--- config.mk ---
export PLATFORM = sky130hd
export DESIGN_NAME = ifgf_regs
export DESIGN_NICKNAME = d
export VERILOG_FILES = /design/src/rtl/core/ifgf_pkg.sv /design/src/rtl/core/ifgf_regs.sv
export SDC_FILE = /design/constraint.sdc
export NUM_CORES = 1
export LEC_CHECK = 0
export ABC_AREA = 0
export BUFFER_PORTS_ARGS = -buffer_cell sky130_fd_sc_hd__clkbuf_2
export CAP_MARGIN = 5
export CORE_UTILIZATION = 39
export CTS_CLUSTER_SIZE = 25
export DETAILED_ROUTE_END_ITERATION = 12
export GPL_ROUTABILITY_DRIVEN = 0
export PLACE_DENSITY_LB_ADDON = 0.08
export SETUP_SLACK_MARGIN = 0.15
export SYNTH_ARGS = -nofsm -noshare
export SYNTH_HDL_FRONTEND = slang
export SYNTH_SLANG_ARGS = --single-unit
--- constraint.sdc ---
create_clock -name clk -period 0.9 [get_ports clk]
set_input_delay 0.045 -clock clk [delete_from_list [all_inputs] [get_ports clk]]
set_output_delay 0.045 -clock clk [all_outputs]
set_load 0.03 [all_outputs]
--- src/rtl/core/ifgf_pkg.sv ---
// ----------------------------------------------------------------------------
// ifgf_pkg: shared types and constants of the IMU frame glitch filter
// Frame layout, register map, controller states and the command/status
// bundles between the controller and the datapath.
// ----------------------------------------------------------------------------
package ifgf_pkg;

    // frame layout
    localparam int WORDS_PER_CH    = 12;
    localparam int FIRST_WORD_BYTE = 3;
    localparam int LAST_WORD_BYTE  = FIRST_WORD_BYTE + 2 * WORDS_PER_CH - 1;
    localparam int ANGLE_Y_WORD    = 10;
    localparam int WORD_IDX_W      = 4;

    // register map (index = paddr[3:2])
    localparam int          REG_IDX_W            = 2;
    localparam int          PADDR_W              = 4;
    localparam logic [1:0] REG_CHANNEL_COUNT    = 2'd0;
    localparam logic [1:0] REG_JUMP_LIMIT       = 2'd1;
    localparam logic [1:0] REG_ZERO_CROSS_LIMIT = 2'd2;
    localparam logic [1:0] REG_MAX_REJECTS      = 2'd3;

    localparam logic [3:0]  RST_CHANNEL_COUNT    = 4'd1;
    localparam logic [15:0] RST_JUMP_LIMIT       = 16'd910;
    localparam logic [15:0] RST_ZERO_CROSS_LIMIT = 16'd365;
    localparam logic [1:0]  RST_MAX_REJECTS      = 2'd2;

    localparam logic [1:0] GROUP_ANGLE = 2'd3;

    typedef struct packed {
        logic [3:0]  channel_count;
        logic [15:0] jump_limit;
        logic [15:0] zero_cross_limit;
        logic [1:0]  max_rejects;
    } cfg_t;

    typedef enum logic [3:0] {
        S_IDLE,
        S_JUDGE_RD,
        S_JUDGE_EVAL,
        S_COPY_RD,
        S_COPY_WR,
        S_REP_A,
        S_REP_B,
        S_REP_C,
        S_REP_D,
        S_REP_OUT
    } state_t;

    typedef struct packed {
        logic capture;     // accepted byte
        logic walk_clear;  // zero channel, group and word counters
        logic judge_rd;    // read angle-y words of walk channel
        logic ch_next;     // next channel in judge pass
        logic first_clear;
        logic rej_clear;
        logic rej_inc;
        logic copy_wr;     // held word <= new word
        logic addr_inc;
        logic load_x;
        logic load_y;
        logic load_z;      // also loads channel, group, last flag
        logic rep_next;
    } cmd_t;

    typedef struct packed {
        logic poll_done;   // current byte ends the poll
        logic first_poll;
        logic glitch;      // unexcused glitch on walk channel
        logic rej_over;    // reject count would pass the limit
        logic walk_last;
        logic copy_last;
        logic rep_last;
    } sts_t;

endpackage

--- src/rtl/core/ifgf_regs.sv ---
// ----------------------------------------------------------------------------
// ifgf_regs: configuration registers
// APB-style write/read of channel count, jump limit, zero-cross limit and
// reject limit.
// ----------------------------------------------------------------------------
module ifgf_regs (
    input  logic                     clk,
    input  logic                     rst_n,
    input  logic                     psel,
    input  logic                     penable,
    input  logic                     pwrite,
    input  logic [ifgf_pkg::PADDR_W-1:0] paddr,
    input  logic [31:0]              pwdata,
    output logic [31:0]              prdata,
    output logic                     pready,
    output ifgf_pkg::cfg_t           cfg
);
    import ifgf_pkg::*;

    cfg_t                 cfg_reg;
    cfg_t                 cfg_next;
    logic                 wr_en;
    logic [REG_IDX_W-1:0] idx;

    assign pready = 1'b1;
    assign wr_en  = psel && penable && pwrite;
    assign idx    = paddr[PADDR_W-1:2];
    assign cfg    = cfg_reg;

    always_comb
    begin
        cfg_next = cfg_reg;
        if (wr_en)
        begin
            unique case (idx)
                REG_CHANNEL_COUNT:    cfg_next.channel_count    = pwdata[3:0];
                REG_JUMP_LIMIT:       cfg_next.jump_limit       = pwdata[15:0];
                REG_ZERO_CROSS_LIMIT: cfg_next.zero_cross_limit = pwdata[15:0];
                REG_MAX_REJECTS:      cfg_next.max_rejects      = pwdata[1:0];
                default:              cfg_next = cfg_reg;
            endcase
        end
    end

    always_ff @(posedge clk or negedge rst_n)
    begin
        if (!rst_n)
        begin
            cfg_reg.channel_count    <= RST_CHANNEL_COUNT;
            cfg_reg.jump_limit       <= RST_JUMP_LIMIT;
            cfg_reg.zero_cross_limit <= RST_ZERO_CROSS_LIMIT;
            cfg_reg.max_rejects      <= RST_MAX_REJECTS;
        end
        else
        begin
            cfg_reg <= cfg_next;
        end
    end

    always_comb
    begin
        unique case (idx)
            REG_CHANNEL_COUNT:    prdata = {28'd0, cfg_reg.channel_count};
            REG_JUMP_LIMIT:       prdata = {16'd0, cfg_reg.jump_limit};
            REG_ZERO_CROSS_LIMIT: prdata = {16'd0, cfg_reg.zero_cross_limit};
            REG_MAX_REJECTS:      prdata = {30'd0, cfg_reg.max_rejects};
            default:              prdata = 32'd0;
        endcase
    end

endmodule

==> impl_metrics.ini <==
[global_routing]
gr-total-overflow = 0
grt_pass1_vias = 1692
antenna_found_initial = 0
grt_pass1_wl_um = 8750
grt_max_degree = 39
grt_usage_pct = 23.4

[critical_path]
cp_data_required_time_ns = 0.85
path_class = reg -> out
r2r_start = cfg[0]
worstPathArrival_ns = 1.36
cp-end-kind = primary output
cp-start-kind = register
critPathLaunch = cfg[0]
path_max_fanout = 2

[synth]
syn_inst = 129
synth_commonest_cells = 28 x mux2_2, 24 x dfrtp_1, 17 x buf_4
synthTopCellsByArea = dfrtp_1 32%, dfstp_2 19%, mux2_2 17%
synth-edff-count = 0
ys.warnings.count = 0
synthFlopType = dfrtp_1
synth_cell_types = 21
avgSynthCellArea_um2 = 14.6
synth-async-reset-ratio_pct = 100
synth_seq_cells = 38
yosysTopAreaCell = dfrtp_1
yosysMostFrequentCell = mux2_2
synth_top_area_share_pct = 31.8
ys_seq_area_share_pct = 51.3
synth_area_um2 = 1890

[pwr]
internal_power_uw = 6170
power_switching_uw = 3240
p_total_uw = 9410
power_frac_comb_pct = 51.9
power.leakage_uw = 0.00186
power_density_nw_per_um2 = 2470
p_clk_share_pct = 19.1
p_seq_share_pct = 28.9
ir_drop_mv = 1.39
p_sw_share_pct = 34.5

[clock_tree]
cts-buffers-inserted = 5
root_buffer = clkbuf_8
clkSinkCount = 38
cts_tree = yes
path_clk_slew_ns = 0.10
htree_num_levels = 2
cts_buffer_depth = 2
clkLatencyLatePin_ns = 0.29

[sta]
fmax_mhz = 710
worst_hold_slack_ns = -0.00131
setup_violations = 73
fin_crit_ns = 1.41
grt_setup_unrepaired = yes
hold_viol = 1
finalWorstSetupSlack_ns = -0.508
maxSlewViolCount = 0
fin_crit_sh_pct = 156
final.setup_skew_ns = 0

[detailed_routing]
antenna_left = 0
dr.pass1.iters = 4
viasPerCell = 4.97
drcViolationCount = 0
wirelength_um = 6190
dr_total_vias = 1557
wl_per_cell_um = 19.8
drt_iter0_markers = 54

[floorplanning]
dieArea_um2 = 5120
pin_count = 112
core_area_um2 = 4500
rows = 24
die-height_um = 71.6
die_w_um = 71.6
start_util_pct = 41.9

[place]
place_ws_ns = -0.327
place.port_buffers = 76
place_hpwl_um = 3320

[cells_and_area]
syn_to_final_growth_pct = 102
post_route_cells_drive_above_1_share_pct = 88.1
nNetsFinal = 301
largest_register_ffs = 38
insertedDiodeCount = 0

[min_path]
hold_path.startpoint = pwdata[9]
min_path_type = in -> reg

[outcome]
status = finished with violations
violations = hold timing, setup timing

[job]
drv_cap = 0
[power by group through the flow]
stage               combinational, uW  clock [uW]  sequential [uW]
finish                           4890        1800             2720
floorplan                        1180           0             3430
global route                     5070        1880             2770
CTS                              4190        1780             2650
detailed placement               2850           0             2650
global placement                 2810           0             2610
[worst max-delay path, cell delays in order (launching register included)]
cell     delay [ns]
dfrtp_2        0.41
mux4_2         0.50
buf_8          0.16
[kinds of logic after synthesis]
logic type / count (synthesis) / share of synthesized area (%)
flops: 38 / 51.3
simple gates: 9 / 4.11
mux: 42 / 28.3
compound gates: 14 / 6.10
buf+inv: 24 / 9.81
other cells: 2 / 0.398
[layout make-up]
cell class	instances	area, um2
Clock buffer	5	68.8
Clock inverter	3	68.8
Fill cell	209	697
Multi-Input combinational cell	82	1000
Sequential cell	38	993
Tap cell	52	65.1
Timing Repair Buffer	133	1610
[metal layers]
metal	vias up	GRT usage, %	part of all wire [%]
li1	693	-	-
met1	786	25.2	37
met2	66	44.6	56
met3	12	5.77	4.6
met4	0	7.63	2.5
met5	-	0	0
[layout by cell type, fill, tap and decap left out]
master,Yosys,layout
buf_4,17,9
nor2b_2,0,1
mux2i_1,2,2
and3b_2,0,1
conb_1,2,17
nand3b_4,1,1
mux4_2,1,2
nor3b_4,0,1
bufinv_16,0,2
clkbuf_8,0,7
clkinv_4,0,1
dfstp_2,14,14
buf_6,2,39
nor2b_4,0,1
a22o_4,0,12
dlygate4sd3_1,0,5
nand3_1,1,1
nand2_1,2,2
buf_12,0,6
mux2_2,28,5
buf_16,0,1
dfrtp_1,24,4
mux2_4,10,33
buf_8,1,52
clkbuf_2,0,19
dfrtp_2,0,20
o21ai_2,0,2
and3_4,1,1
[through the flow]
step | setup TNS [ns] | cells | area (um2) | util, %
floorplan | -3.64 | 144 | 2140 | -
global placement | -9.01 | 272 | 2620 | 58.1
detailed placement | -9.75 | 272 | 2620 | 58.1
CTS | -10.53 | 300 | 3540 | 78.6
global route | -12.83 | 313 | 3810 | 84.5
finish | -11.15 | 313 | 3810 | 84.5
[path summary, 6_finish.rpt]
kind	to	slack [ns]	cells after the start
max in group asynchronous	cfg[19]	0.37	3
worst max-delay path	prdata[0]	-0.51	2
min in group asynchronous	cfg[13]	0.25	3
worst max register to register	cfg[0]	-0.21	4
worst min register to register	cfg[22]	0.57	1
worst min-delay path	cfg[27]	-0.001	2
[repair_timing]
action | in CTS | in global routing
endpoints found under the hold margin | 44 | 7
buffers inserted | 16 | 11
endpoints found under the setup margin | 91 | 92
pin swaps | 3 | 1
hold buffers | 3 | 2
gates resized for setup | 145 | 73
cloned | 1 | 0
No activity file was read; power rests on OpenSTA's default activity.
