<file path="config.mk">
export PLATFORM = sky130hd
export DESIGN_NAME = ifgf_ctrl
export DESIGN_NICKNAME = d
export VERILOG_FILES = /design/src/rtl/core/ifgf_pkg.sv /design/src/rtl/core/ifgf_ctrl.sv
export SDC_FILE = /design/constraint.sdc
export NUM_CORES = 1
export LEC_CHECK = 0
export BUFFER_PORTS_ARGS = -buffer_cell sky130_fd_sc_hd__buf_4
export CORE_AREA = 2 2 39 41
export DETAILED_ROUTE_END_ITERATION = 10
export DIE_AREA = 0 0 41 43
export HOLD_SLACK_MARGIN = 0.06
export SETUP_SLACK_MARGIN = 0.2
export SYNTH_ARGS = -nofsm -noshare
export SYNTH_HDL_FRONTEND = slang
export SYNTH_SLANG_ARGS = --single-unit
</file>
<file path="constraint.sdc">
create_clock -name clk -period 1.9 [get_ports clk]
set_input_delay 0.285 -clock clk [delete_from_list [all_inputs] [get_ports clk]]
set_output_delay 0.285 -clock clk [all_outputs]
set_load 0.02 [all_outputs]
</file>
<file path="src/rtl/core/ifgf_pkg.sv">
// ----------------------------------------------------------------------------
// ifgf_pkg: shared types and constants of the IMU frame glitch filter
// Frame layout, register map, controller states and the command/status
// bundles between the controller and the datapath.
// ----------------------------------------------------------------------------
package ifgf_pkg;

    // frame layout
    localparam int WORDS_PER_CH    = 12;
    localparam int FIRST_WORD_BYTE = 3;
    localparam int LAST_WORD_BYTE  = FIRST_WORD_BYTE + 2 * WORDS_PER_CH - 1;
    localparam int ANGLE_Y_WORD    = 10;
    localparam int WORD_IDX_W      = 4;

    // register map (index = paddr[3:2])
    localparam int          REG_IDX_W            = 2;
    localparam int          PADDR_W              = 4;
    localparam logic [1:0] REG_CHANNEL_COUNT    = 2'd0;
    localparam logic [1:0] REG_JUMP_LIMIT       = 2'd1;
    localparam logic [1:0] REG_ZERO_CROSS_LIMIT = 2'd2;
    localparam logic [1:0] REG_MAX_REJECTS      = 2'd3;

    localparam logic [3:0]  RST_CHANNEL_COUNT    = 4'd1;
    localparam logic [15:0] RST_JUMP_LIMIT       = 16'd910;
    localparam logic [15:0] RST_ZERO_CROSS_LIMIT = 16'd365;
    localparam logic [1:0]  RST_MAX_REJECTS      = 2'd2;

    localparam logic [1:0] GROUP_ANGLE = 2'd3;

    typedef struct packed {
        logic [3:0]  channel_count;
        logic [15:0] jump_limit;
        logic [15:0] zero_cross_limit;
        logic [1:0]  max_rejects;
    } cfg_t;

    typedef enum logic [3:0] {
        S_IDLE,
        S_JUDGE_RD,
        S_JUDGE_EVAL,
        S_COPY_RD,
        S_COPY_WR,
        S_REP_A,
        S_REP_B,
        S_REP_C,
        S_REP_D,
        S_REP_OUT
    } state_t;

    typedef struct packed {
        logic capture;     // accepted byte
        logic walk_clear;  // zero channel, group and word counters
        logic judge_rd;    // read angle-y words of walk channel
        logic ch_next;     // next channel in judge pass
        logic first_clear;
        logic rej_clear;
        logic rej_inc;
        logic copy_wr;     // held word <= new word
        logic addr_inc;
        logic load_x;
        logic load_y;
        logic load_z;      // also loads channel, group, last flag
        logic rep_next;
    } cmd_t;

    typedef struct packed {
        logic poll_done;   // current byte ends the poll
        logic first_poll;
        logic glitch;      // unexcused glitch on walk channel
        logic rej_over;    // reject count would pass the limit
        logic walk_last;
        logic copy_last;
        logic rep_last;
    } sts_t;

endpackage

</file>
<file path="src/rtl/core/ifgf_ctrl.sv">
// ----------------------------------------------------------------------------
// ifgf_ctrl: controller of the IMU frame glitch filter
// Byte acceptance, then judge, copy and report passes at the end of a poll.
// ----------------------------------------------------------------------------
module ifgf_ctrl (
    input  logic           clk,
    input  logic           rst_n,
    input  logic           frame_valid,
    output logic           frame_ready,
    output logic           report_valid,
    input  logic           report_ready,
    output ifgf_pkg::cmd_t cmd,
    input  ifgf_pkg::sts_t sts
);
    import ifgf_pkg::*;

    state_t state_reg, state_next;

    always_ff @(posedge clk or negedge rst_n)
    begin
        if (!rst_n)
            state_reg <= S_IDLE;
        else
            state_reg <= state_next;
    end

    always_comb
    begin
        state_next   = state_reg;
        cmd          = '0;
        frame_ready  = 1'b0;
        report_valid = 1'b0;

        unique case (state_reg)
            S_IDLE:
            begin
                frame_ready = 1'b1;
                if (frame_valid)
                begin
                    cmd.capture = 1'b1;
                    if (sts.poll_done)
                    begin
                        cmd.walk_clear = 1'b1;
                        if (sts.first_poll)
                        begin
                            cmd.first_clear = 1'b1;
                            cmd.rej_clear   = 1'b1;
                            state_next      = S_COPY_RD;
                        end
                        else
                        begin
                            state_next = S_JUDGE_RD;
                        end
                    end
                end
            end
            S_JUDGE_RD:
            begin
                cmd.judge_rd = 1'b1;
                state_next   = S_JUDGE_EVAL;
            end
            S_JUDGE_EVAL:
            begin
                priority if (sts.glitch && sts.rej_over)
                begin
                    // forced acceptance
                    cmd.rej_clear  = 1'b1;
                    cmd.walk_clear = 1'b1;
                    state_next     = S_COPY_RD;
                end
                else if (sts.glitch)
                begin
                    cmd.rej_inc    = 1'b1;
                    cmd.walk_clear = 1'b1;
                    state_next     = S_REP_A;
                end
                else if (sts.walk_last)
                begin
                    cmd.rej_clear  = 1'b1;
                    cmd.walk_clear = 1'b1;
                    state_next     = S_COPY_RD;
                end
                else
                begin
                    cmd.ch_next = 1'b1;
                    state_next  = S_JUDGE_RD;
                end
            end
            S_COPY_RD:
            begin
                state_next = S_COPY_WR;
            end
            S_COPY_WR:
            begin
                cmd.copy_wr = 1'b1;
                if (sts.copy_last)
                begin
                    cmd.walk_clear = 1'b1;
                    state_next     = S_REP_A;
                end
                else
                begin
                    cmd.addr_inc = 1'b1;
                    state_next   = S_COPY_RD;
                end
            end
            S_REP_A:
            begin
                cmd.addr_inc = 1'b1;
                state_next   = S_REP_B;
            end
            S_REP_B:
            begin
                cmd.addr_inc = 1'b1;
                cmd.load_x   = 1'b1;
                state_next   = S_REP_C;
            end
            S_REP_C:
            begin
                cmd.addr_inc = 1'b1;
                cmd.load_y   = 1'b1;
                state_next   = S_REP_D;
            end
            S_REP_D:
            begin
                cmd.load_z = 1'b1;
                state_next = S_REP_OUT;
            end
            S_REP_OUT:
            begin
                report_valid = 1'b1;
                if (report_ready)
                begin
                    if (sts.rep_last)
                    begin
                        state_next = S_IDLE;
                    end
                    else
                    begin
                        cmd.rep_next = 1'b1;
                        state_next   = S_REP_A;
                    end
                end
            end
            default:
            begin
                state_next = S_IDLE;
            end
        endcase
    end

    // no byte taken while a result is on offer
    a_no_overlap: assert property (@(posedge clk) disable iff (!rst_n)
        report_valid |-> !frame_ready)
        else $error("byte accepted during report");

    // last byte of a poll starts the end-of-poll walk
    a_poll_end: assert property (@(posedge clk) disable iff (!rst_n)
        (frame_valid && frame_ready && sts.poll_done) |=> state_reg != S_IDLE)
        else $error("poll end did not start walk");

    // final result handed over returns to byte intake
    a_report_done: assert property (@(posedge clk) disable iff (!rst_n)
        (report_valid && report_ready && sts.rep_last) |=> state_reg == S_IDLE)
        else $error("report did not end after last result");

    // held store is only written during the copy pass
    a_copy_only: assert property (@(posedge clk) disable iff (!rst_n)
        cmd.copy_wr |-> (state_reg == S_COPY_WR) && !frame_ready)
        else $error("held write outside copy pass");

endmodule
</file>
==> impl_summary.log <==
[metrics] run status: finished clean
[metrics] fin crit period: ~1700 ps
[metrics] maximum number of pins on one net before global-route repair: 9
[metrics] worst endpoint data arrival time: 1460 ps
[metrics] setup violation total in the final timing report: 0
[metrics] Area growth, synth to finish: 84.9%
[metrics] highest ir drop seen on vdd: approximately 0.66 mV
[metrics] leakage dissipation: ~0.0004 µW
[metrics] launching instance or port of the critical path: state_reg[2]$_DFFE_PN0P_
[metrics] global route total overflow: 0
[metrics] Async S/R FF share, synth: 100%
[metrics] antenna diode count: 0
[metrics] effective utilization at floorplan: between 30 and 40%
[metrics] Ports: 26
[metrics] DRT met1 WL: between 500 and 600 µm
[metrics] Final Hold Viols: 0
[metrics] Site Rows: 14
[metrics] Critical Path Sink Type: output port
[metrics] TritonCTS buffer count: 3
[metrics] total nets after synthesis: 67
[metrics] core outline area: 1380 µm²
[metrics] worst-margin pin slew: about 330 ps
[metrics] first-pass GRT wire length: 2160 µm
[metrics] sum of met2 wire segment lengths after detailed routing: 742 µm
[metrics] number of global-route vias before repair: 522
[metrics] max-slew violation count: 0
[metrics] average instance area after synthesis: 8.16 µm²
[metrics] antenna violations before repair: 0
[metrics] final worst-path cycle share: between 90 and 100%
[metrics] average wire per cell in the routed design: 13.1 µm
[metrics] Final nets: ~110
[metrics] synthesis-stage register bit count: 4
[metrics] number of DRC violations after detailed routing: 0
[metrics] post-placement setup slack: approximately 200 ps
[metrics] max-capacitance violation count: 0
[metrics] first-pass iteration count of the detailed router: 4
[metrics] number of enable-type register cells in the synthesized netlist: 0
[metrics] Power Density: about 1500 nW/µm²
[metrics] worst slack on hold paths: roughly 250 ps
[metrics] worst setup margin: 155 ps
[metrics] count of routing violations after the opening detailed-route iteration: 9
[metrics] core occupancy in the finished layout: 61.0%
[metrics] path type of the worst min-delay path: in -> reg
[metrics] library cell occupying the most area in the post-synthesis netlist: sky130_fd_sc_hd__dfrtp_1
[metrics] top cells by count, synth: sky130_fd_sc_hd__nand3_1 (5), sky130_fd_sc_hd__dfrtp_1 (4), sky130_fd_sc_hd__nor2_1 (4), sky130_fd_sc_hd__nor3_1 (4)
[metrics] critical path class: reg -> out
[metrics] Peak Freq: between 0.5 and 0.6 GHz
[metrics] clock input transition at the sequential cells of the worst setup and hold paths: 40 ps
[metrics] leading cell types by total area after synthesis: sky130_fd_sc_hd__dfrtp_1 (22%), sky130_fd_sc_hd__nand3_1 (5.5%), sky130_fd_sc_hd__nor3_1 (4.4%)
[metrics] Clock Path Buffers: 2
[metrics] yosys warns: 0
[metrics] final wirelength: around 1400 µm
[metrics] launch instance of the worst min-delay path: report_ready
[metrics] share of the yosys chip area belonging to registers: 21.9%
[metrics] area enclosed by the die boundary: ~1800 µm²
[metrics] Required @ worst endpoint: 1620 ps
[metrics] unrepaired setup endpoints after global routing: true
[metrics] number of flip-flops under the largest register name: 4
[metrics] via total after detailed routing: ~600
[metrics] kind of launch point of the worst setup path: flip-flop
[metrics] post-route total power: 1250 µW
[metrics] estimated wirelength of the detail-placed design: slightly above 900 µm
[metrics] cell at the root of the clock tree: sky130_fd_sc_hd__clkbuf_4
[metrics] Fin Setup TNS: 0 ps
[metrics] r2r startpoint: state_reg[3]$_DFFE_PN0P_
[metrics] top-area cell type share of the netlist area: between 20 and 25%
[metrics] critical path peak fanout: 4
[metrics] # fillers: 125
[metrics] Clock Sinks: 4
[metrics] insertion delay of the later-clocked pin in the worst-skew pair: between 200 and 250 ps
[metrics] TritonCTS clock tree: yes
[metrics] routability congestion estimate from global placement: about 0.82
[metrics] remaining max-slew budget at the tightest pin: 77.8%
[metrics] number of vias per cell: ~5.3
[metrics] post-synth design cell area: approximately 460 µm²
[metrics] die outline width: 41 µm
[metrics] total global routing track utilization: between 10% and 20%
[metrics] met3 routed WL: around 86 µm
[metrics] largest clock skew in the final design: between 0.3 and 0.4 ps
[metrics] dominant synthesized flop cell: sky130_fd_sc_hd__dfrtp_1
[metrics] count of buffers inserted at the top-level ports: 25
[metrics] ANT nets after route: 0
[metrics] most numerous cell in the Yosys netlist: sky130_fd_sc_hd__nand3_1
[metrics] share of layout cells above drive strength 1: between 60% and 70%
[metrics] cell count after synthesis: 56
[metrics] highest metal layer used by the detailed router: met4
[metrics] y dimension of the die: around 43 µm
[metrics] count of H-tree levels built during CTS: 1
[metrics] Netlist cell types: 31
metal layers:
layer / track usage [%] / vias to the layer above
li1: - / 295
met1: 24.2 / 266
met2: 26.3 / 22
met3: 1.57 / 4
met4: 12.0 / 0
met5: 0 / -
path summary, 6_finish.rpt:
check	endpoint	slack, ps	depth (start not counted)
max	cmd[7]	160	4
min in group asynchronous	state_reg[3]$_DFFE_PN0P_	380	2
max in group asynchronous	state_reg[2]$_DFFE_PN0P_	1420	2
min	state_reg[0]$_DFFE_PN0P_	250	2
min reg2reg	state_reg[0]$_DFFE_PN0P_	710	3
max reg2reg	state_reg[2]$_DFFE_PN0P_	480	5
metrics by stage:
step	cells	cell area, µm²
6_report	110	845
5_1_grt	110	845
4_1_cts	107	792
3_5_place_dp	95	659
3_3_place_gp	95	659
2_1_floorplan	56	479
final cells by class:
cell class                 count  area (µm²)  area share (%)
sequential                     4         105            12.4
inverter                       4        15.0            1.78
multi-input combinational     44         367            43.4
timing repair buffer          39         315            37.3
clock buffer                   3        22.5            2.67
tap                           16        20.0            2.37
what timing repair did:
item / CTS / global route
hold buffers: 1 / 0
setup buffers: 8 / 3
resized for setup: 9 / 6
setup endpoints to repair: 7 / 8
pin swaps: 3 / 2
hold endpoints to repair: 4 / 0
cell usage in the layout (no fill, tap or decap):
cell / n
sky130_fd_sc_hd__a21o_1: 1
sky130_fd_sc_hd__nor3_4: 1
sky130_fd_sc_hd__o21ai_0: 2
sky130_fd_sc_hd__buf_6: 2
sky130_fd_sc_hd__o211ai_1: 2
sky130_fd_sc_hd__nor2_1: 3
sky130_fd_sc_hd__clkbuf_4: 3
sky130_fd_sc_hd__o32a_1: 1
sky130_fd_sc_hd__inv_2: 1
sky130_fd_sc_hd__or2_1: 1
sky130_fd_sc_hd__dfrtp_2: 4
sky130_fd_sc_hd__and2_1: 1
sky130_fd_sc_hd__nor4b_2: 1
sky130_fd_sc_hd__buf_4: 35
sky130_fd_sc_hd__o21ai_1: 1
sky130_fd_sc_hd__nor3_2: 1
sky130_fd_sc_hd__inv_1: 3
sky130_fd_sc_hd__nand3_1: 2
sky130_fd_sc_hd__nor4_2: 1
sky130_fd_sc_hd__a211o_1: 2
sky130_fd_sc_hd__o221ai_1: 2
sky130_fd_sc_hd__and4_4: 1
sky130_fd_sc_hd__nand4bb_1: 1
sky130_fd_sc_hd__nor2b_1: 3
sky130_fd_sc_hd__nand2b_1: 1
sky130_fd_sc_hd__dlygate4sd3_1: 1
sky130_fd_sc_hd__nor3_1: 2
sky130_fd_sc_hd__nor4_4: 1
sky130_fd_sc_hd__nand3_2: 3
sky130_fd_sc_hd__a2111o_1: 1
sky130_fd_sc_hd__a31oi_1: 2
sky130_fd_sc_hd__nor3b_1: 1
sky130_fd_sc_hd__nor2_4: 1
sky130_fd_sc_hd__nand2b_4: 2
sky130_fd_sc_hd__and3_2: 1
sky130_fd_sc_hd__buf_12: 1
sky130_fd_sc_hd__a21oi_1: 2
cell families after synthesis:
family                 after synthesis  synth area share (%)
flip-flops                           4                  21.9
buffers and inverters                8                  11.8
AO/OA/AOI/OAI                       16                  25.5
AND/OR/NAND/NOR                     28                  40.8
power breakdown:
part           internal, µW  switching (µW)  leakage (µW)  total, µW
combinational           470             462      0.000338        932
sequential              130            80.2     0.0000458        211
clock                  70.5            33.2     0.0000138        104
worst max-delay path: stages (launching register included):
cell	delay (ps)
sky130_fd_sc_hd__dfrtp_2	430
sky130_fd_sc_hd__nor4_4	310
sky130_fd_sc_hd__and4_4	260
sky130_fd_sc_hd__nand2b_4	120
sky130_fd_sc_hd__buf_6	110
Note: power is estimated with default switching activity, not from simulation.
