[config.mk]
export PLATFORM = sky130hd
export DESIGN_NAME = ifgf_dp
export DESIGN_NICKNAME = d
export VERILOG_FILES = /design/src/rtl/core/ifgf_pkg.sv /design/src/rtl/core/ifgf_dp.sv
export SDC_FILE = /design/constraint.sdc
export NUM_CORES = 2
export LEC_CHECK = 0
export BUFFER_PORTS_ARGS = -buffer_cell sky130_fd_sc_hd__buf_4
export CORE_MARGIN = 2
export CORE_UTILIZATION = 30
export CTS_CLUSTER_DIAMETER = 30
export DETAILED_ROUTE_END_ITERATION = 10
export PLACE_DENSITY_LB_ADDON = 0.2
export SYNTH_ARGS = -nofsm -noshare
export SYNTH_HDL_FRONTEND = slang
export SYNTH_SLANG_ARGS = --single-unit
[constraint.sdc]
create_clock -name clk -period 11.1 [get_ports clk]
set_clock_uncertainty 0.1 [all_clocks]
set_input_delay 2.22 -clock clk [delete_from_list [all_inputs] [get_ports clk]]
set_output_delay 2.22 -clock clk [all_outputs]
set_load 0.01 [all_outputs]
[src/rtl/core/ifgf_pkg.sv]
// ----------------------------------------------------------------------------
// ifgf_pkg: shared types and constants of the IMU frame glitch filter
// Frame layout, register map, controller states and the command/status
// bundles between the controller and the datapath.
// ----------------------------------------------------------------------------
package ifgf_pkg;

    // frame layout
    localparam int WORDS_PER_CH    = 12;
    localparam int FIRST_WORD_BYTE = 3;
    localparam int LAST_WORD_BYTE  = FIRST_WORD_BYTE + 2 * WORDS_PER_CH - 1;
    localparam int ANGLE_Y_WORD    = 10;
    localparam int WORD_IDX_W      = 4;

    // register map (index = paddr[3:2])
    localparam int          REG_IDX_W            = 2;
    localparam int          PADDR_W              = 4;
    localparam logic [1:0] REG_CHANNEL_COUNT    = 2'd0;
    localparam logic [1:0] REG_JUMP_LIMIT       = 2'd1;
    localparam logic [1:0] REG_ZERO_CROSS_LIMIT = 2'd2;
    localparam logic [1:0] REG_MAX_REJECTS      = 2'd3;

    localparam logic [3:0]  RST_CHANNEL_COUNT    = 4'd1;
    localparam logic [15:0] RST_JUMP_LIMIT       = 16'd910;
    localparam logic [15:0] RST_ZERO_CROSS_LIMIT = 16'd365;
    localparam logic [1:0]  RST_MAX_REJECTS      = 2'd2;

    localparam logic [1:0] GROUP_ANGLE = 2'd3;

    typedef struct packed {
        logic [3:0]  channel_count;
        logic [15:0] jump_limit;
        logic [15:0] zero_cross_limit;
        logic [1:0]  max_rejects;
    } cfg_t;

    typedef enum logic [3:0] {
        S_IDLE,
        S_JUDGE_RD,
        S_JUDGE_EVAL,
        S_COPY_RD,
        S_COPY_WR,
        S_REP_A,
        S_REP_B,
        S_REP_C,
        S_REP_D,
        S_REP_OUT
    } state_t;

    typedef struct packed {
        logic capture;     // accepted byte
        logic walk_clear;  // zero channel, group and word counters
        logic judge_rd;    // read angle-y words of walk channel
        logic ch_next;     // next channel in judge pass
        logic first_clear;
        logic rej_clear;
        logic rej_inc;
        logic copy_wr;     // held word <= new word
        logic addr_inc;
        logic load_x;
        logic load_y;
        logic load_z;      // also loads channel, group, last flag
        logic rep_next;
    } cmd_t;

    typedef struct packed {
        logic poll_done;   // current byte ends the poll
        logic first_poll;
        logic glitch;      // unexcused glitch on walk channel
        logic rej_over;    // reject count would pass the limit
        logic walk_last;
        logic copy_last;
        logic rep_last;
    } sts_t;

endpackage

[src/rtl/core/ifgf_dp.sv]
// ----------------------------------------------------------------------------
// ifgf_dp: datapath of the IMU frame glitch filter
// Frame position tracking, word capture into the new-value memory, angle-y
// judge, new-to-held copy and the report output registers.
// ----------------------------------------------------------------------------
module ifgf_dp #(
    parameter int MAX_CHANNELS = 8,
    parameter int FRAME_BYTES  = 29
) (
    input  logic               clk,
    input  logic               rst_n,
    input  ifgf_pkg::cfg_t     cfg,
    input  ifgf_pkg::cmd_t     cmd,
    output ifgf_pkg::sts_t     sts,
    input  logic [7:0]         rx_byte,
    input  logic               poll_start,
    output logic [2:0]         sensor_channel,
    output logic [1:0]         quantity_group,
    output logic signed [15:0] value_x,
    output logic signed [15:0] value_y,
    output logic signed [15:0] value_z,
    output logic               last_of_poll
);
    import ifgf_pkg::*;

    localparam int MEM_DEPTH = MAX_CHANNELS * WORDS_PER_CH;
    localparam int ADDR_W    = $clog2(MEM_DEPTH);
    localparam int CH_W      = (MAX_CHANNELS > 1) ? $clog2(MAX_CHANNELS) : 1;
    localparam int NCH_W     = $clog2(MAX_CHANNELS + 1);
    localparam int POS_W     = $clog2(FRAME_BYTES);

    // word stores
    logic [15:0] new_mem  [MEM_DEPTH];
    logic [15:0] held_mem [MEM_DEPTH];
    logic [15:0] new_q_reg;
    logic [15:0] held_q_reg;
    logic [ADDR_W-1:0] new_rd_addr;
    logic [ADDR_W-1:0] held_rd_addr;

    // frame position
    logic [POS_W-1:0] byte_pos_reg, byte_pos_next;
    logic [CH_W-1:0]  ch_pos_reg, ch_pos_next;
    logic [7:0]       high_byte_reg, high_byte_next;
    logic [POS_W-1:0] pos;
    logic [POS_W-1:0] off;
    logic [CH_W-1:0]  ch_eff;
    logic [NCH_W-1:0] nch;
    logic             in_words;
    logic             frame_end;
    logic             ch_last;
    logic             word_wr;
    logic [WORD_IDX_W-1:0] word_idx;
    logic [ADDR_W-1:0]     cap_addr;

    // walk state
    logic [CH_W-1:0]   walk_ch_reg, walk_ch_next;
    logic [1:0]        grp_reg, grp_next;
    logic [ADDR_W-1:0] lin_addr_reg, lin_addr_next;
    logic [1:0]        rej_reg, rej_next;
    logic              first_reg, first_next;
    logic [ADDR_W-1:0] judge_addr;
    logic [ADDR_W:0]   words_total;

    // judge arithmetic
    logic signed [15:0] o_val, n_val;
    logic [17:0] diff_s, sum_s;
    logic [16:0] abs_diff, abs_sum;
    logic        opposite, jump, excused;

    // report registers
    logic [2:0]  out_ch_reg;
    logic [1:0]  out_grp_reg;
    logic [15:0] x_reg, y_reg, z_reg;
    logic        out_last_reg;

    // active channel count, clamped to 1..MAX_CHANNELS
    always_comb
    begin
        if (cfg.channel_count == 4'd0)
            nch = NCH_W'(1);
        else if (cfg.channel_count > 4'(MAX_CHANNELS))
            nch = NCH_W'(MAX_CHANNELS);
        else
            nch = NCH_W'(cfg.channel_count);
    end

    // byte position and capture
    always_comb
    begin
        pos    = poll_start ? '0 : byte_pos_reg;
        ch_eff = (poll_start || (NCH_W'(ch_pos_reg) >= nch)) ? '0 : ch_pos_reg;
        in_words  = (pos >= POS_W'(FIRST_WORD_BYTE)) && (pos <= POS_W'(LAST_WORD_BYTE));
        off       = pos - POS_W'(FIRST_WORD_BYTE);
        word_idx  = WORD_IDX_W'(off >> 1);
        cap_addr  = ADDR_W'(ADDR_W'(ch_eff) * ADDR_W'(WORDS_PER_CH) + ADDR_W'(word_idx));
        word_wr   = cmd.capture && in_words && off[0];
        frame_end = (pos == POS_W'(FRAME_BYTES - 1));
        ch_last   = (NCH_W'(ch_eff) + NCH_W'(1)) >= nch;

        byte_pos_next  = byte_pos_reg;
        ch_pos_next    = ch_pos_reg;
        high_byte_next = high_byte_reg;
        if (cmd.capture)
        begin
            if (in_words && !off[0])
                high_byte_next = rx_byte;
            if (frame_end)
            begin
                byte_pos_next = '0;
                ch_pos_next   = ch_last ? '0 : CH_W'(NCH_W'(ch_eff) + NCH_W'(1));
            end
            else
            begin
                byte_pos_next = pos + POS_W'(1);
                ch_pos_next   = ch_eff;
            end
        end
    end

    // walk counters, reject count, first-poll flag
    always_comb
    begin
        walk_ch_next  = walk_ch_reg;
        grp_next      = grp_reg;
        lin_addr_next = lin_addr_reg;
        rej_next      = rej_reg;
        first_next    = first_reg;

        if (cmd.walk_clear)
        begin
            walk_ch_next  = '0;
            grp_next      = '0;
            lin_addr_next = '0;
        end
        if (cmd.ch_next)
            walk_ch_next = walk_ch_reg + CH_W'(1);
        if (cmd.addr_inc)
            lin_addr_next = lin_addr_reg + ADDR_W'(1);
        if (cmd.rep_next)
        begin
            grp_next = grp_reg + 2'd1;
            if (grp_reg == GROUP_ANGLE)
                walk_ch_next = walk_ch_reg + CH_W'(1);
        end
        if (cmd.first_clear)
            first_next = 1'b0;
        if (cmd.rej_clear)
            rej_next = '0;
        else if (cmd.rej_inc)
            rej_next = rej_reg + 2'd1;
    end

    always_ff @(posedge clk or negedge rst_n)
    begin
        if (!rst_n)
        begin
            byte_pos_reg  <= '0;
            ch_pos_reg    <= '0;
            high_byte_reg <= '0;
            walk_ch_reg   <= '0;
            grp_reg       <= '0;
            lin_addr_reg  <= '0;
            rej_reg       <= '0;
            first_reg     <= 1'b1;
        end
        else
        begin
            byte_pos_reg  <= byte_pos_next;
            ch_pos_reg    <= ch_pos_next;
            high_byte_reg <= high_byte_next;
            walk_ch_reg   <= walk_ch_next;
            grp_reg       <= grp_next;
            lin_addr_reg  <= lin_addr_next;
            rej_reg       <= rej_next;
            first_reg     <= first_next;
        end
    end

    // memories: one write and one registered read port each
    assign judge_addr = ADDR_W'(ADDR_W'(walk_ch_reg) * ADDR_W'(WORDS_PER_CH)
                                + ADDR_W'(ANGLE_Y_WORD));
    assign new_rd_addr  = cmd.judge_rd ? judge_addr : lin_addr_reg;
    assign held_rd_addr = cmd.judge_rd ? judge_addr : lin_addr_reg;

    always_ff @(posedge clk)
    begin
        if (word_wr)
            new_mem[cap_addr] <= {high_byte_reg, rx_byte};
        new_q_reg <= new_mem[new_rd_addr];
    end

    always_ff @(posedge clk)
    begin
        if (cmd.copy_wr)
            held_mem[lin_addr_reg] <= new_q_reg;
        held_q_reg <= held_mem[held_rd_addr];
    end

    // angle-y judge on the registered read data
    always_comb
    begin
        o_val    = held_q_reg;
        n_val    = new_q_reg;
        diff_s   = {{2{o_val[15]}}, o_val} - {{2{n_val[15]}}, n_val};
        sum_s    = {{2{o_val[15]}}, o_val} + {{2{n_val[15]}}, n_val};
        abs_diff = diff_s[17] ? 17'(~diff_s + 18'd1) : diff_s[16:0];
        abs_sum  = sum_s[17]  ? 17'(~sum_s + 18'd1)  : sum_s[16:0];
        opposite = (o_val[15] && !n_val[15] && (n_val != 16'sd0))
                || (n_val[15] && !o_val[15] && (o_val != 16'sd0));
        jump     = abs_diff > {1'b0, cfg.jump_limit};
        excused  = opposite && (abs_sum < {1'b0, cfg.zero_cross_limit});
    end

    assign words_total = (ADDR_W + 1)'(nch) * (ADDR_W + 1)'(WORDS_PER_CH);

    always_comb
    begin
        sts.poll_done  = cmd.capture && frame_end && ch_last;
        sts.first_poll = first_reg;
        sts.glitch     = (opposite || jump) && !excused;
        sts.rej_over   = ({1'b0, rej_reg} + 3'd1) > {1'b0, cfg.max_rejects};
        sts.walk_last  = (NCH_W'(walk_ch_reg) + NCH_W'(1)) >= nch;
        sts.copy_last  = ({1'b0, lin_addr_reg} + (ADDR_W + 1)'(1)) == words_total;
        sts.rep_last   = sts.walk_last && (grp_reg == GROUP_ANGLE);
    end

    // report registers
    always_ff @(posedge clk)
    begin
        if (cmd.load_x)
            x_reg <= held_q_reg;
        if (cmd.load_y)
            y_reg <= held_q_reg;
        if (cmd.load_z)
        begin
            z_reg        <= held_q_reg;
            out_ch_reg   <= 3'(walk_ch_reg);
            out_grp_reg  <= grp_reg;
            out_last_reg <= sts.walk_last && (grp_reg == GROUP_ANGLE);
        end
    end

    assign sensor_channel = out_ch_reg;
    assign quantity_group = out_grp_reg;
    assign value_x        = x_reg;
    assign value_y        = y_reg;
    assign value_z        = z_reg;
    assign last_of_poll   = out_last_reg;

endmodule

==> results by group <==
Final layout
  – Area Growth Syn to Fin: 23.25%
  – Layout cell share with drive strength beyond 1: 24.23%
  – Nets: 7,906
  – Biggest regs: held_mem x1536, new_mem x1536

Floorplanning
  – Die Wd: 653.8 um
  – Die Ht: between 600 and 700 um
  – IO Pins: 123
  – Die ar.: 427,500 um^2
  – Initial Util: 30.13%
  – Std-Cell Rows: between 200 and 250
  – Core footprint: 420,500 um^2

Routing
  – TritonRoute pass-1 iters: 5
  – # DRC: 0
  – Drt initial violations: roughly 7.4k
  – DRT Wirelength: 395,400 um
  – Post-DRT Antenna Nets: 0
  – Vias after detailed routing: 72.02k
  – Vias/cell: 5.190
  – Per-cell routed wire length: 28.49 um

Job
  – Number of max-cap violations: 0

Worst setup path
  – FF-to-FF setup slack: 4.98 ns
  – Critical-path maximum fanout: 5
  – Critical setup path kind: in -> out
  – Critical path buffer and inverter count: 3
  – Startpoint Class: input pin
  – Worst stage delay on the critical path: about 0.73 ns
  – Family with the most delay on the worst path: simple AND/OR/NAND/NOR gates
  – Required @ worst endpoint: 8.78 ns
  – Reg-to-reg startpoint: ch_pos_reg[0]$_DFFE_PN0P_
  – Crit path arrival time: 6.58 ns
  – Worst R2R End: new_mem[88][5]$_DFFE_PP_
  – Crit path top cell by count: nor2_1
  – CP endpoint kind: output pin
  – CP max stage cell: nor2_1
  – Cell Chain, Critical Path: buf_4 -> nor2_1 -> nor2_1 -> nor2_1 -> buf_4 -> ha_1 -> nand2b_1 -> a21o_1 -> a21oi_1 -> nor2_1 -> nor3_1 -> ha_1 -> ha_1 -> a21o_1 -> a21o_1 -> a21oi_1 -> nor2_1 -> buf_4
  – R2R cell count: 15

Global route
  – Vias in the first global route: just over 70k
  – Antenna violations before repair: 28
  – GRT Total Usage: 18.06%
  – Largest net degree at the start of global routing: 129
  – GRT Residual Overflow: 0
  – First-pass GRT wire length: 555,700 um

Outcome
  – Status: finished, violations left
  – Failing checks: max-slew violations

Power
  – Leak: 0.05019 uW
  – PD cells: about 270 nW/um^2
  – Total power: roughly 43,000 uW
  – Worst VDD drop: 0.2283 mV

Synth
  – Post-synth top cells: 3,126 x edfxtp_1, 615 x nand2_1, 452 x mux4_2
  – Synth area leaders: edfxtp_1 74%, mux4_2 8.0%, nand2_1 1.8%
  – Syn Inst Count: 7,173
  – Synth Cell Area: approximately 130,000 um^2
  – Most frequent cell after synthesis: edfxtp_1
  – Post-synth EDFFs: 3,126
  – Async SR Flop Fraction: 0.9721%
  – Post-synth top area cell: edfxtp_1
  – Top_reg_cell synth: edfxtp_1
  – Mapped Nets: 7,338
  – Syn avg cell area: 17.66 um^2
  – Library cells used by synthesis: 92
  – Yosys warns: 0
  – Seq/Total Area, Yosys: 75.22%
  – Yosys top cell area share: 74.10%
  – Synthesized flop and latch total: 3,189

Hold path
  – Hold_sp: first_reg$_DFFE_PN1P_
  – Hold depth: 1
  – Worst hold path endpoint: first_reg$_DFFE_PN1P_
  – Hold WC Path Type: reg -> reg

CTS
  – H-Tree Depth: 6
  – Max Root-Sink Buffers: 4
  – Root Buffer: clkbuf_16
  – Worst-skew pair later-pin latency: roughly 1.0 ns
  – CTS Buf Count: a little over 600
  – CTS Sinks: 3,189
  – CTS tree: done
  – Clock transition at path regs: ~0.05 ns
  – Resized cells post-CTS: 0
  – Post CTS Setup Buffer Count: 0
  – Hold_buf cts: 0

Timing
  – Minimum clock period: slightly below 9 ns
  – Fin. Hold Viols: 0
  – Number of setup violations in the final report: 0
  – Worst slew margin: -1.042%
  – Unrepaired setup endpoints after global routing: false
  – Fmax: 0.1124 GHz
  – Slew @ Worst Pin: between 1.5 and 2 ns
  – Final period util: 80.14%
  – Final Slew Violations: 1
  – Setup TNS: 0 ns

Place
  – DPL Wire Length: 232,000 um
  – Quantity of I/O buffers inserted on ports: 122
  – Placer Congestion: around 0.81
==> how the worst max path moves through the flow <==
stage	start	to	slack (ns)	cells after the start
2_1_floorplan	n_val[0]$_DFF_P_	sts[4]	3.26	23
3_3_place_gp	cfg[36]	sts[6]	1.86	18
3_5_place_dp	cfg[36]	sts[6]	2.06	18
4_1_cts	cfg[36]	sts[6]	2.04	18
5_1_grt	n_val[0]$_DFF_P_	sts[4]	1.76	23
6_report	cfg[36]	sts[6]	2.20	18
==> layout make-up <==
type                            count  area (um^2)
Antenna cell                        5        12.51
Clock buffer                      711        15870
Inverter                           84        322.8
Tap cell                         5640         7057
Sequential cell                  3189        95380
Multi-Input combinational cell   3390        29080
Clock inverter                    394         4628
Fill cell                       38968       264300
Timing Repair Buffer              464         3794
==> per-layer routing <==
| layer | wire [um] | vias up | global-route usage, % |
|---|---|---|---|
| li1 | - | 30742 | - |
| met1 | 168400 | 38106 | 24.19 |
| met2 | 190200 | 2563 | 29.78 |
| met3 | 24380 | 605 | 3.064 |
| met4 | 12420 | 8 | 5.996 |
| met5 | 57 | - | 0 |
==> metrics by stage <==
stage          worst slack, ns  cells  hold slack (ns)  utilization, %  cell area (um^2)
3_3_place_gp             1.859  12766           0.3706           32.26            135600
2_1_floorplan            3.258   7173           0.3516               -            126700
4_1_cts                  2.041  13872           0.3836           37.13            156100
5_1_grt                  1.757  13873           0.3972           37.13            156100
6_report                 2.205  13877           0.3820           37.14            156100
3_5_place_dp             2.057  12767           0.3773           32.26            135600
==> logic make-up (layout without fill, tap and decap cells) <==
| group | count (synthesis) | count (layout) | synth area share (%) |
|---|---|---|---|
| flops | 3189 | 3189 | 75.22 |
| simple gates | 1303 | 1303 | 4.474 |
| mux | 549 | 549 | 8.841 |
| other cells | 0 | 5 | 0 |
| xor+xnor | 72 | 72 | 0.5096 |
| compound gates | 1363 | 1363 | 7.698 |
| buf+inv | 594 | 1653 | 2.202 |
| fa+ha+maj | 103 | 103 | 1.059 |
==> where the power goes <==
part / internal [uW] / switching (uW)
clock: 11900 / 6270
combinational: 2600 / 6260
sequential: 14800 / 724
==> placed cells by master, fill, tap and decap left out, types with 65 or more instances in the layout <==
| cell type | Yosys | layout |
|---|---|---|
| buf_4 | 52 | 438 |
| nand3_1 | 127 | 125 |
| a21oi_1 | 179 | 179 |
| nor3_1 | 212 | 165 |
| o211ai_1 | 74 | 74 |
| inv_1 | 83 | 83 |
| clkinv_2 | 0 | 93 |
| nor2_1 | 229 | 207 |
| mux2i_1 | 80 | 77 |
| o22ai_1 | 124 | 124 |
| o32ai_1 | 65 | 65 |
| clkbuf_16 | 0 | 619 |
| clkinv_1 | 0 | 87 |
| clkbuf_1 | 237 | 89 |
| a311oi_1 | 150 | 150 |
| a211oi_1 | 106 | 104 |
| ha_1 | 96 | 96 |
| mux4_2 | 452 | 452 |
| edfxtp_1 | 3126 | 3126 |
| nand2_1 | 615 | 612 |
| o21ai_0 | 161 | 161 |
| bufinv_16 | 0 | 71 |
| o221ai_1 | 225 | 224 |
| a31oi_1 | 120 | 118 |
No activity file was read; power rests on OpenSTA's default activity.
